### src/rtl/lta_pkg.sv
package lta_pkg;

  localparam int LenW   = 8;
  localparam int OutW   = 26;
  localparam int NumW   = 33;
  localparam int DivW   = 12;
  localparam int QW     = 19;
  localparam int RecipW = 14;
  localparam int RecipSh = 18;
  localparam int DivStages = NumW;

  // Register indexes
  localparam logic [2:0] RegSf   = 3'd0;
  localparam logic [2:0] RegBw   = 3'd1;
  localparam logic [2:0] RegHdr  = 3'd2;
  localparam logic [2:0] RegCrc  = 3'd3;
  localparam logic [2:0] RegCr   = 3'd4;
  localparam logic [2:0] RegPre  = 3'd5;

  typedef struct packed {
    logic [3:0]  sf;
    logic [8:0]  bw;
    logic        explicit_header;
    logic        crc_enable;
    logic [2:0]  cr;
    logic [15:0] preamble;
  } cfg_t;

  typedef struct packed {
    logic [NumW-1:0] num;
    logic [DivW-1:0] den;
  } div_req_t;

  // ceil(2^18 / (4*sf)) for the clamped spreading factor
  function automatic logic [RecipW-1:0] recip(input logic [3:0] sf);
    logic [RecipW-1:0] r;
    begin
      case (sf)
        4'd5:    r = 14'd13108;
        4'd6:    r = 14'd10923;
        4'd7:    r = 14'd9363;
        4'd8:    r = 14'd8192;
        4'd9:    r = 14'd7282;
        4'd10:   r = 14'd6554;
        4'd11:   r = 14'd5958;
        default: r = 14'd5462;
      endcase
      return r;
    end
  endfunction

endpackage

### src/rtl/lora_time_on_air.sv
// Channel   Role    Payload
// s_axis    in      tdata[7:0] payload_length
// m_axis    out     tdata[25:0] airtime_ms
// apb       config  regs at 4*i: sf, bw, header, crc, cr, preamble
//
// One length enters per cycle while m_axis keeps up: four arithmetic
// stages, then a 33-stage restoring divider giving one quotient bit per stage.
// Reset (rst, synchronous) empties the pipeline and restores register defaults.
// Each stage moves on when it is empty or its successor takes its data, so a
// stall on m_axis fills bubbles before holding s_axis.
module lora_time_on_air import lta_pkg::*; (
  input  logic        clk,
  input  logic        rst,
  input  logic        s_tvalid,
  output logic        s_tready,
  input  logic [7:0]  s_tdata,   // [7:0] payload_length
  output logic        m_tvalid,
  input  logic        m_tready,
  output logic [31:0] m_tdata,   // [25:0] airtime_ms, [31:26] zero
  input  logic        psel,
  input  logic        penable,
  input  logic        pwrite,
  input  logic [4:0]  paddr,
  input  logic [31:0] pwdata,
  output logic [31:0] prdata,
  output logic        pready
);

  cfg_t            cfg;
  logic            mid_valid;
  logic            mid_ready;
  div_req_t        mid_req;
  logic [OutW-1:0] quot;

  lta_cfg u_cfg (
    .clk, .rst, .psel, .penable, .pwrite, .paddr, .pwdata, .prdata, .pready, .cfg
  );

  lta_front u_front (
    .clk, .rst, .cfg,
    .in_valid  (s_tvalid),
    .in_ready  (s_tready),
    .len       (s_tdata[LenW-1:0]),
    .out_valid (mid_valid),
    .out_ready (mid_ready),
    .out_req   (mid_req)
  );

  lta_div u_div (
    .clk, .rst,
    .in_valid  (mid_valid),
    .in_ready  (mid_ready),
    .in_req    (mid_req),
    .out_valid (m_tvalid),
    .out_ready (m_tready),
    .quot      (quot)
  );

  assign m_tdata = {{(32-OutW){1'b0}}, quot};

endmodule

### src/rtl/lta_cfg.sv
module lta_cfg import lta_pkg::*; (
  input  logic        clk,
  input  logic        rst,
  input  logic        psel,
  input  logic        penable,
  input  logic        pwrite,
  input  logic [4:0]  paddr,
  input  logic [31:0] pwdata,
  output logic [31:0] prdata,
  output logic        pready,
  output cfg_t        cfg
);

  logic [2:0] idx;
  logic       wr;

  assign idx    = paddr[4:2];
  assign wr     = psel && penable && pwrite;
  assign pready = 1'b1;

  // Write registers on the access cycle
  always_ff @(posedge clk) begin
    if (rst) begin
      cfg.sf              <= 4'd7;
      cfg.bw              <= 9'd125;
      cfg.explicit_header <= 1'b1;
      cfg.crc_enable      <= 1'b1;
      cfg.cr              <= 3'd1;
      cfg.preamble        <= 16'd8;
    end else if (wr) begin
      case (idx)
        RegSf:   cfg.sf              <= pwdata[3:0];
        RegBw:   cfg.bw              <= pwdata[8:0];
        RegHdr:  cfg.explicit_header <= pwdata[0];
        RegCrc:  cfg.crc_enable      <= pwdata[0];
        RegCr:   cfg.cr              <= pwdata[2:0];
        RegPre:  cfg.preamble        <= pwdata[15:0];
        default: ;
      endcase
    end
  end

  // Read back
  always_comb begin
    case (idx)
      RegSf:   prdata = {28'd0, cfg.sf};
      RegBw:   prdata = {23'd0, cfg.bw};
      RegHdr:  prdata = {31'd0, cfg.explicit_header};
      RegCrc:  prdata = {31'd0, cfg.crc_enable};
      RegCr:   prdata = {29'd0, cfg.cr};
      RegPre:  prdata = {16'd0, cfg.preamble};
      default: prdata = 32'd0;
    endcase
  end

endmodule

### src/rtl/lta_front.sv
module lta_front import lta_pkg::*; (
  input  logic            clk,
  input  logic            rst,
  input  cfg_t            cfg,
  input  logic            in_valid,
  output logic            in_ready,
  input  logic [LenW-1:0] len,
  output logic            out_valid,
  input  logic            out_ready,
  output div_req_t        out_req
);

  logic [3:0] vld;
  logic [3:0] en;

  // Stage 1: clamped config and block numerator
  logic [3:0]  s1_sf;
  logic [8:0]  s1_bw;
  logic [2:0]  s1_cr;
  logic [15:0] s1_pre;
  logic [11:0] s1_n;
  // Stage 2: block count
  logic [3:0]  s2_sf;
  logic [8:0]  s2_bw;
  logic [2:0]  s2_cr;
  logic [15:0] s2_pre;
  logic [6:0]  s2_blk;
  // Stage 3: quarter-symbol total
  logic [3:0]  s3_sf;
  logic [8:0]  s3_bw;
  logic [QW-1:0] s3_q;

  logic [3:0]  sf_c;
  logic [8:0]  bw_c;
  logic [2:0]  cr_c;
  logic [11:0] n_c;
  logic [RecipW+11:0] prod;
  logic [10:0] syms;
  logic [NumW-1:0] shq;

  // Per-stage ready chain
  assign en[3] = !vld[3] || out_ready;
  assign en[2] = !vld[2] || en[3];
  assign en[1] = !vld[1] || en[2];
  assign en[0] = !vld[0] || en[1];
  assign in_ready  = en[0];
  assign out_valid = vld[3];

  always_comb begin
    sf_c = (cfg.sf < 4'd5) ? 4'd5 : ((cfg.sf > 4'd12) ? 4'd12 : cfg.sf);
    bw_c = (cfg.bw < 9'd7) ? 9'd7 : ((cfg.bw > 9'd500) ? 9'd500 : cfg.bw);
    cr_c = (cfg.cr < 3'd1) ? 3'd1 : ((cfg.cr > 3'd4) ? 3'd4 : cfg.cr);
    // a + 4*sf - 1, never negative
    n_c  = {1'b0, len, 3'd0} + 12'd27 + (cfg.crc_enable ? 12'd16 : 12'd0)
           - (cfg.explicit_header ? 12'd0 : 12'd20);
    prod = s1_n * recip(s1_sf);
    syms = s2_blk * ({1'b0, s2_cr} + 4'd4);
    shq  = {{(NumW-QW-1){1'b0}}, s3_q, 1'b0} << s3_sf;
  end

  // Advance valid bits
  always_ff @(posedge clk) begin
    if (rst) begin
      vld <= 4'd0;
    end else begin
      if (en[0]) vld[0] <= in_valid;
      if (en[1]) vld[1] <= vld[0];
      if (en[2]) vld[2] <= vld[1];
      if (en[3]) vld[3] <= vld[2];
    end
  end

  // Advance payload
  always_ff @(posedge clk) begin
    if (en[0]) begin
      s1_sf  <= sf_c;
      s1_bw  <= bw_c;
      s1_cr  <= cr_c;
      s1_pre <= cfg.preamble;
      s1_n   <= n_c;
    end
    if (en[1]) begin
      s2_sf  <= s1_sf;
      s2_bw  <= s1_bw;
      s2_cr  <= s1_cr;
      s2_pre <= s1_pre;
      s2_blk <= prod[RecipSh+6:RecipSh];
    end
    if (en[2]) begin
      s3_sf <= s2_sf;
      s3_bw <= s2_bw;
      s3_q  <= {1'b0, s2_pre, 2'd0} + QW'(49) + {6'd0, syms, 2'd0};
    end
    if (en[3]) begin
      out_req.num <= shq + {{(NumW-11){1'b0}}, s3_bw, 2'd0};
      out_req.den <= {s3_bw, 3'd0};
    end
  end

endmodule

### src/rtl/lta_div.sv
module lta_div import lta_pkg::*; (
  input  logic            clk,
  input  logic            rst,
  input  logic            in_valid,
  output logic            in_ready,
  input  div_req_t        in_req,
  output logic            out_valid,
  input  logic            out_ready,
  output logic [OutW-1:0] quot
);

  logic [DivStages-1:0] vld;
  logic [DivStages-1:0] en;
  logic [NumW-1:0] num [DivStages];
  logic [NumW-1:0] q   [DivStages];
  logic [DivW-1:0] rem [DivStages];
  logic [DivW-1:0] den [DivStages];

  logic [NumW-1:0] num_in [DivStages];
  logic [NumW-1:0] q_in   [DivStages];
  logic [DivW-1:0] rem_in [DivStages];
  logic [DivW-1:0] den_in [DivStages];
  logic [NumW-1:0] num_n  [DivStages];
  logic [NumW-1:0] q_n    [DivStages];
  logic [DivW-1:0] rem_n  [DivStages];
  logic [DivW:0]   trial  [DivStages];

  // Ready chain from the output back
  always_comb begin
    en[DivStages-1] = !vld[DivStages-1] || out_ready;
    for (int k = DivStages-2; k >= 0; k--) begin
      en[k] = !vld[k] || en[k+1];
    end
  end

  assign in_ready  = en[0];
  assign out_valid = vld[DivStages-1];
  assign quot      = q[DivStages-1][OutW-1:0];

  // One quotient bit per stage, restoring
  always_comb begin
    for (int k = 0; k < DivStages; k++) begin
      if (k == 0) begin
        num_in[k] = in_req.num;
        q_in[k]   = '0;
        rem_in[k] = '0;
        den_in[k] = in_req.den;
      end else begin
        num_in[k] = num[k-1];
        q_in[k]   = q[k-1];
        rem_in[k] = rem[k-1];
        den_in[k] = den[k-1];
      end
      trial[k] = {rem_in[k], num_in[k][NumW-1]};
      num_n[k] = {num_in[k][NumW-2:0], 1'b0};
      if (trial[k] >= {1'b0, den_in[k]}) begin
        rem_n[k] = DivW'(trial[k] - {1'b0, den_in[k]});
        q_n[k]   = {q_in[k][NumW-2:0], 1'b1};
      end else begin
        rem_n[k] = trial[k][DivW-1:0];
        q_n[k]   = {q_in[k][NumW-2:0], 1'b0};
      end
    end
  end

  always_ff @(posedge clk) begin
    if (rst) begin
      vld <= '0;
    end else begin
      for (int k = 0; k < DivStages; k++) begin
        if (en[k]) vld[k] <= (k == 0) ? in_valid : vld[k-1];
      end
    end
  end

  always_ff @(posedge clk) begin
    for (int k = 0; k < DivStages; k++) begin
      if (en[k]) begin
        num[k] <= num_n[k];
        q[k]   <= q_n[k];
        rem[k] <= rem_n[k];
        den[k] <= den_in[k];
      end
    end
  end

endmodule

### config.mk
export PLATFORM = sky130hd
export DESIGN_NAME = lora_time_on_air
export DESIGN_NICKNAME = d
export VERILOG_FILES = /design/src/rtl/lta_pkg.sv /design/src/rtl/lora_time_on_air.sv /design/src/rtl/lta_cfg.sv /design/src/rtl/lta_front.sv /design/src/rtl/lta_div.sv
export SDC_FILE = /design/constraint.sdc
export NUM_CORES = 2
export LEC_CHECK = 0
export ABC_AREA = 1
export BUFFER_PORTS_ARGS = -buffer_cell sky130_fd_sc_hd__clkbuf_2
export CAP_MARGIN = 0
export CORE_UTILIZATION = 46
export CTS_CLUSTER_SIZE = 28
export DETAILED_ROUTE_END_ITERATION = 10
export SLEW_MARGIN = 10
export SYNTH_ARGS = -nofsm -noshare
export SYNTH_HDL_FRONTEND = slang
export SYNTH_SLANG_ARGS = --single-unit
### constraint.sdc
create_clock -name clk -period 25.1 [get_ports clk]
set_input_delay 2.51 -clock clk [delete_from_list [all_inputs] [get_ports clk]]
set_output_delay 2.51 -clock clk [all_outputs]
set_load 0.01 [all_outputs]
==> out/metrics.yaml <==
hp-class: "flip-flop to flip-flop"
grt_usage_pct: 15.2
p_leak_nw: 34.4
wl_per_cell_um: 15.5
chipWidth_um: 407
die_h_um: 407
hold_viol: 0
rows: 148
synth-simple-area-share_pct: 6.32
wl_met1_um: 50900
clk_root_buffer_cell: "clkbuf_16"
relSlewSlack_pct: 21.3
synth_top_cell_area_share_pct: 66.3
routed-wl-met3_um: 4640
p_per_area_nw_per_um2: 114
crit_required_ps: 22590
cts_tree: "built"
grt_max_degree: 53
ctsHoldBuffers: 0
initial_core_util_pct: 46.4
synth_xor_area_share_pct: 3.17
synth_seq_cells: 1739
synth-async-reset-ratio_pct: 0
reg2reg_setup_slack_ps: 15420
antenna_found_initial: 0
cp-startpoint: "m_tready"
synth_top_area_cell: "edfxtp_1"
arrival_ps: 11630
synthAdderAreaFrac_pct: 11.0
cts.clk_slew.worst_paths_ps: 60
holdPathStages: 0
outcome: "finished, final reports clean"
drt-total-wl_um: 124000
min_period_over_period_pct: 56.3
grt_overflow: 0
vias: 39400
synth_edf_count: 1668
r2r-start: "u_div.vld[32]"
end_kind: "output port"
port_buffers: 77
critical_path.most_common_cell: "nor2_4"
reg2regPathDepth: 19
crit_chain: "clkbuf_2, inv_1, nand3_2, nor2_4, nand4_4, nor2_4, nand4_4, nor2_4, nand4_4, nor2_4, nand4_4, nor2_4, nand4_4, nor2_4, nand4_4, nor2_4, nand4_4, nor2_4, nand4_4, nor2_4, nand3_2, buf_4, clkbuf_2"
dr.max_layer_used: "met4"
route.detailed.drc: 0
dieArea_um2: 166000
core_area_um2: 163000
skew_ps: 55.1
slowest_delay_ps: 760
critPathKind: "input port to output port"
yosysWarnings: 0
synth_top_family_by_area: "adder cells"
drtIter0Drc: 2431
nets: 6337
antennaDiodeCount: 0
syn_area_um2: 75500
syn_area_per_cell_um2: 13.6
slowest_stage: "nand4_4"
worst_pin_slew_ps: 1180
post_cts_buffers: 0
maxCapViolations: 0
synth-compound-area-share_pct: 6.23
fill_cells: 13500
finalSetupViolations: 0
ys_seq_area_share_pct: 68.2
ant_nets: 0
grt_pass1_vias: 39900
dp_hpwl_um: 88600
drv_slew: 0
met2_length_um: 64500
cp-start-kind: "input port"
finalInstanceArea_um2: 84400
clock_path_buffers: 3
insertion_delay_ps: 810
drtPass1Iterations: 5
placed_cell_area_um2: 78300
via_per_inst: 4.91
min_period_ps: 14140
holdCritStartpoint: "u_div.num[0][894]"
grt_first_pass_wirelength_um: 204000
ys.flop_type: "edfxtp_1"
post_synth_num_cell_types: 56
cts_max_level: 4
gp_congestion: 0.864
clock-sinks: 1739
area_growth_pct: 11.7
cts_inserted_buffers: 176
drive_above_1_share_pct: 7.12
rsz0062_at_grt: "no"
max_freq_ghz: 0.0707
ys_top_cells_by_area: "edfxtp_1 66%, ha_1 6.8%, fa_1 4.2%, inv_1 4.1%, a21oi_1 3.5%"
boundaryPins: 119
cp_max_fo: 51
syn_inst: 5537
ctsResizeCount: 0
synthMuxAreaShare_pct: 0.0928
peakVddDrop_v: 0.000112
fin_tns_setup_ps: 0
## report_power, final
| part | total, W | switching (W) | internal, W |
|---|---|---|---|
| Clock | 0.00267 | 0.00109 | 0.00158 |
| Combinational | 0.00240 | 0.00141 | 0.000997 |
| Sequential | 0.00454 | 0.000316 | 0.00422 |
| Total | 0.00962 | 0.00281 | 0.00680 |
## per-stage QoR
stage	total power (W)	std cells	hold WS, ps	worst slack [ps]	util [%]
detailed placement	0.00701	7715	405	10550	48.1
CTS	0.00973	8033	364	10540	51.8
global route	0.0103	8033	395	9770	51.8
finish	0.00962	8033	376	10960	51.8
global placement	0.00694	7715	400	10710	48.1
floorplan	0.00635	5563	400	11560	-
## path summary, 6_finish.rpt
| check | endpoint |
|---|---|
| max | s_tready |
| min | u_div.num[0][927] |
| max reg2reg | u_front.s3_bw[5] |
| min reg2reg | u_div.num[0][927] |
## area by class of cell
| cell class | instances | area [um^2] | share of cell area [%] |
|---|---|---|---|
| clock inverters | 116 | 1500 | 1.77 |
| inverters | 823 | 3090 | 3.66 |
| well taps | 2175 | 2720 | 3.23 |
| multi-input cells | 2870 | 20400 | 24.1 |
| clock buffers | 202 | 4550 | 5.40 |
| flip-flops and latches | 1739 | 51500 | 61.1 |
| repair buffers | 108 | 618 | 0.733 |
## Yosys cell counts (71+ instances only)
library cell	number
xor2_1	174
nor2_1	472
ha_1	410
xnor2_1	99
nand2_1	474
a21oi_1	524
inv_1	815
edfxtp_1	1668
o21ai_0	231
dfxtp_1	71
fa_1	157
clkbuf_1	75
## per-layer routing
| metal | track usage (%) | vias to the layer above |
|---|---|---|
| met5 | 0 | - |
| met2 | 27.6 | 651 |
| met4 | 6.19 | 0 |
| met3 | 2.70 | 286 |
| met1 | 17.7 | 18900 |
| li1 | - | 19600 |
## cell usage in the layout (no fill, tap or decap), types with 9 or more instances in the layout
cell type | synthesis | routed
a211oi_1 | 11 | 11
edfxtp_1 | 1668 | 1668
nor2_4 | 9 | 9
nor4_1 | 26 | 26
nand2_1 | 474 | 468
ha_1 | 410 | 410
dfxtp_1 | 71 | 71
a311oi_1 | 11 | 11
nor2_1 | 472 | 472
conb_1 | 2 | 28
xor2_1 | 174 | 174
a21oi_1 | 524 | 524
clkbuf_2 | 0 | 77
inv_1 | 815 | 804
o21bai_1 | 24 | 24
bufinv_16 | 0 | 26
nand4_1 | 34 | 34
clkinv_1 | 8 | 44
nor3_1 | 42 | 42
clkbuf_16 | 0 | 177
a21o_1 | 14 | 14
nand3_1 | 35 | 35
fa_1 | 157 | 157
clkbuf_1 | 75 | 22
clkinv_2 | 0 | 32
o21ai_0 | 231 | 231
xnor2_1 | 99 | 99
buf_4 | 50 | 31
a31oi_1 | 9 | 9
## flip-flops by register name, indices dropped and copies added (netlist names), 10 cells and up
signal / flops
u_front.s1_pre: 16
u_cfg.cfg: 34
u_front.s2_pre: 16
u_div.num: 496
u_front.out_req: 41
u_front.s1_n: 10
u_front.s3_q: 17
u_div.rem: 381
u_div.den: 288
u_div.q: 351
u_div.vld: 33
## cell families (layout without fill, tap and decap cells)
logic type | Yosys count | in the layout
fa+ha+maj | 567 | 567
mux | 7 | 7
xor+xnor | 273 | 273
simple gates | 1122 | 1122
compound gates | 873 | 873
flops | 1739 | 1739
other cells | 2 | 28
buf+inv | 954 | 1249
## worst max-delay path: cells and delay by family
kind                   cells  cell delay, ps
AND/OR/NAND/NOR           19            8340
buffers and inverters      4             680
Note: power is estimated with default switching activity, not from simulation.
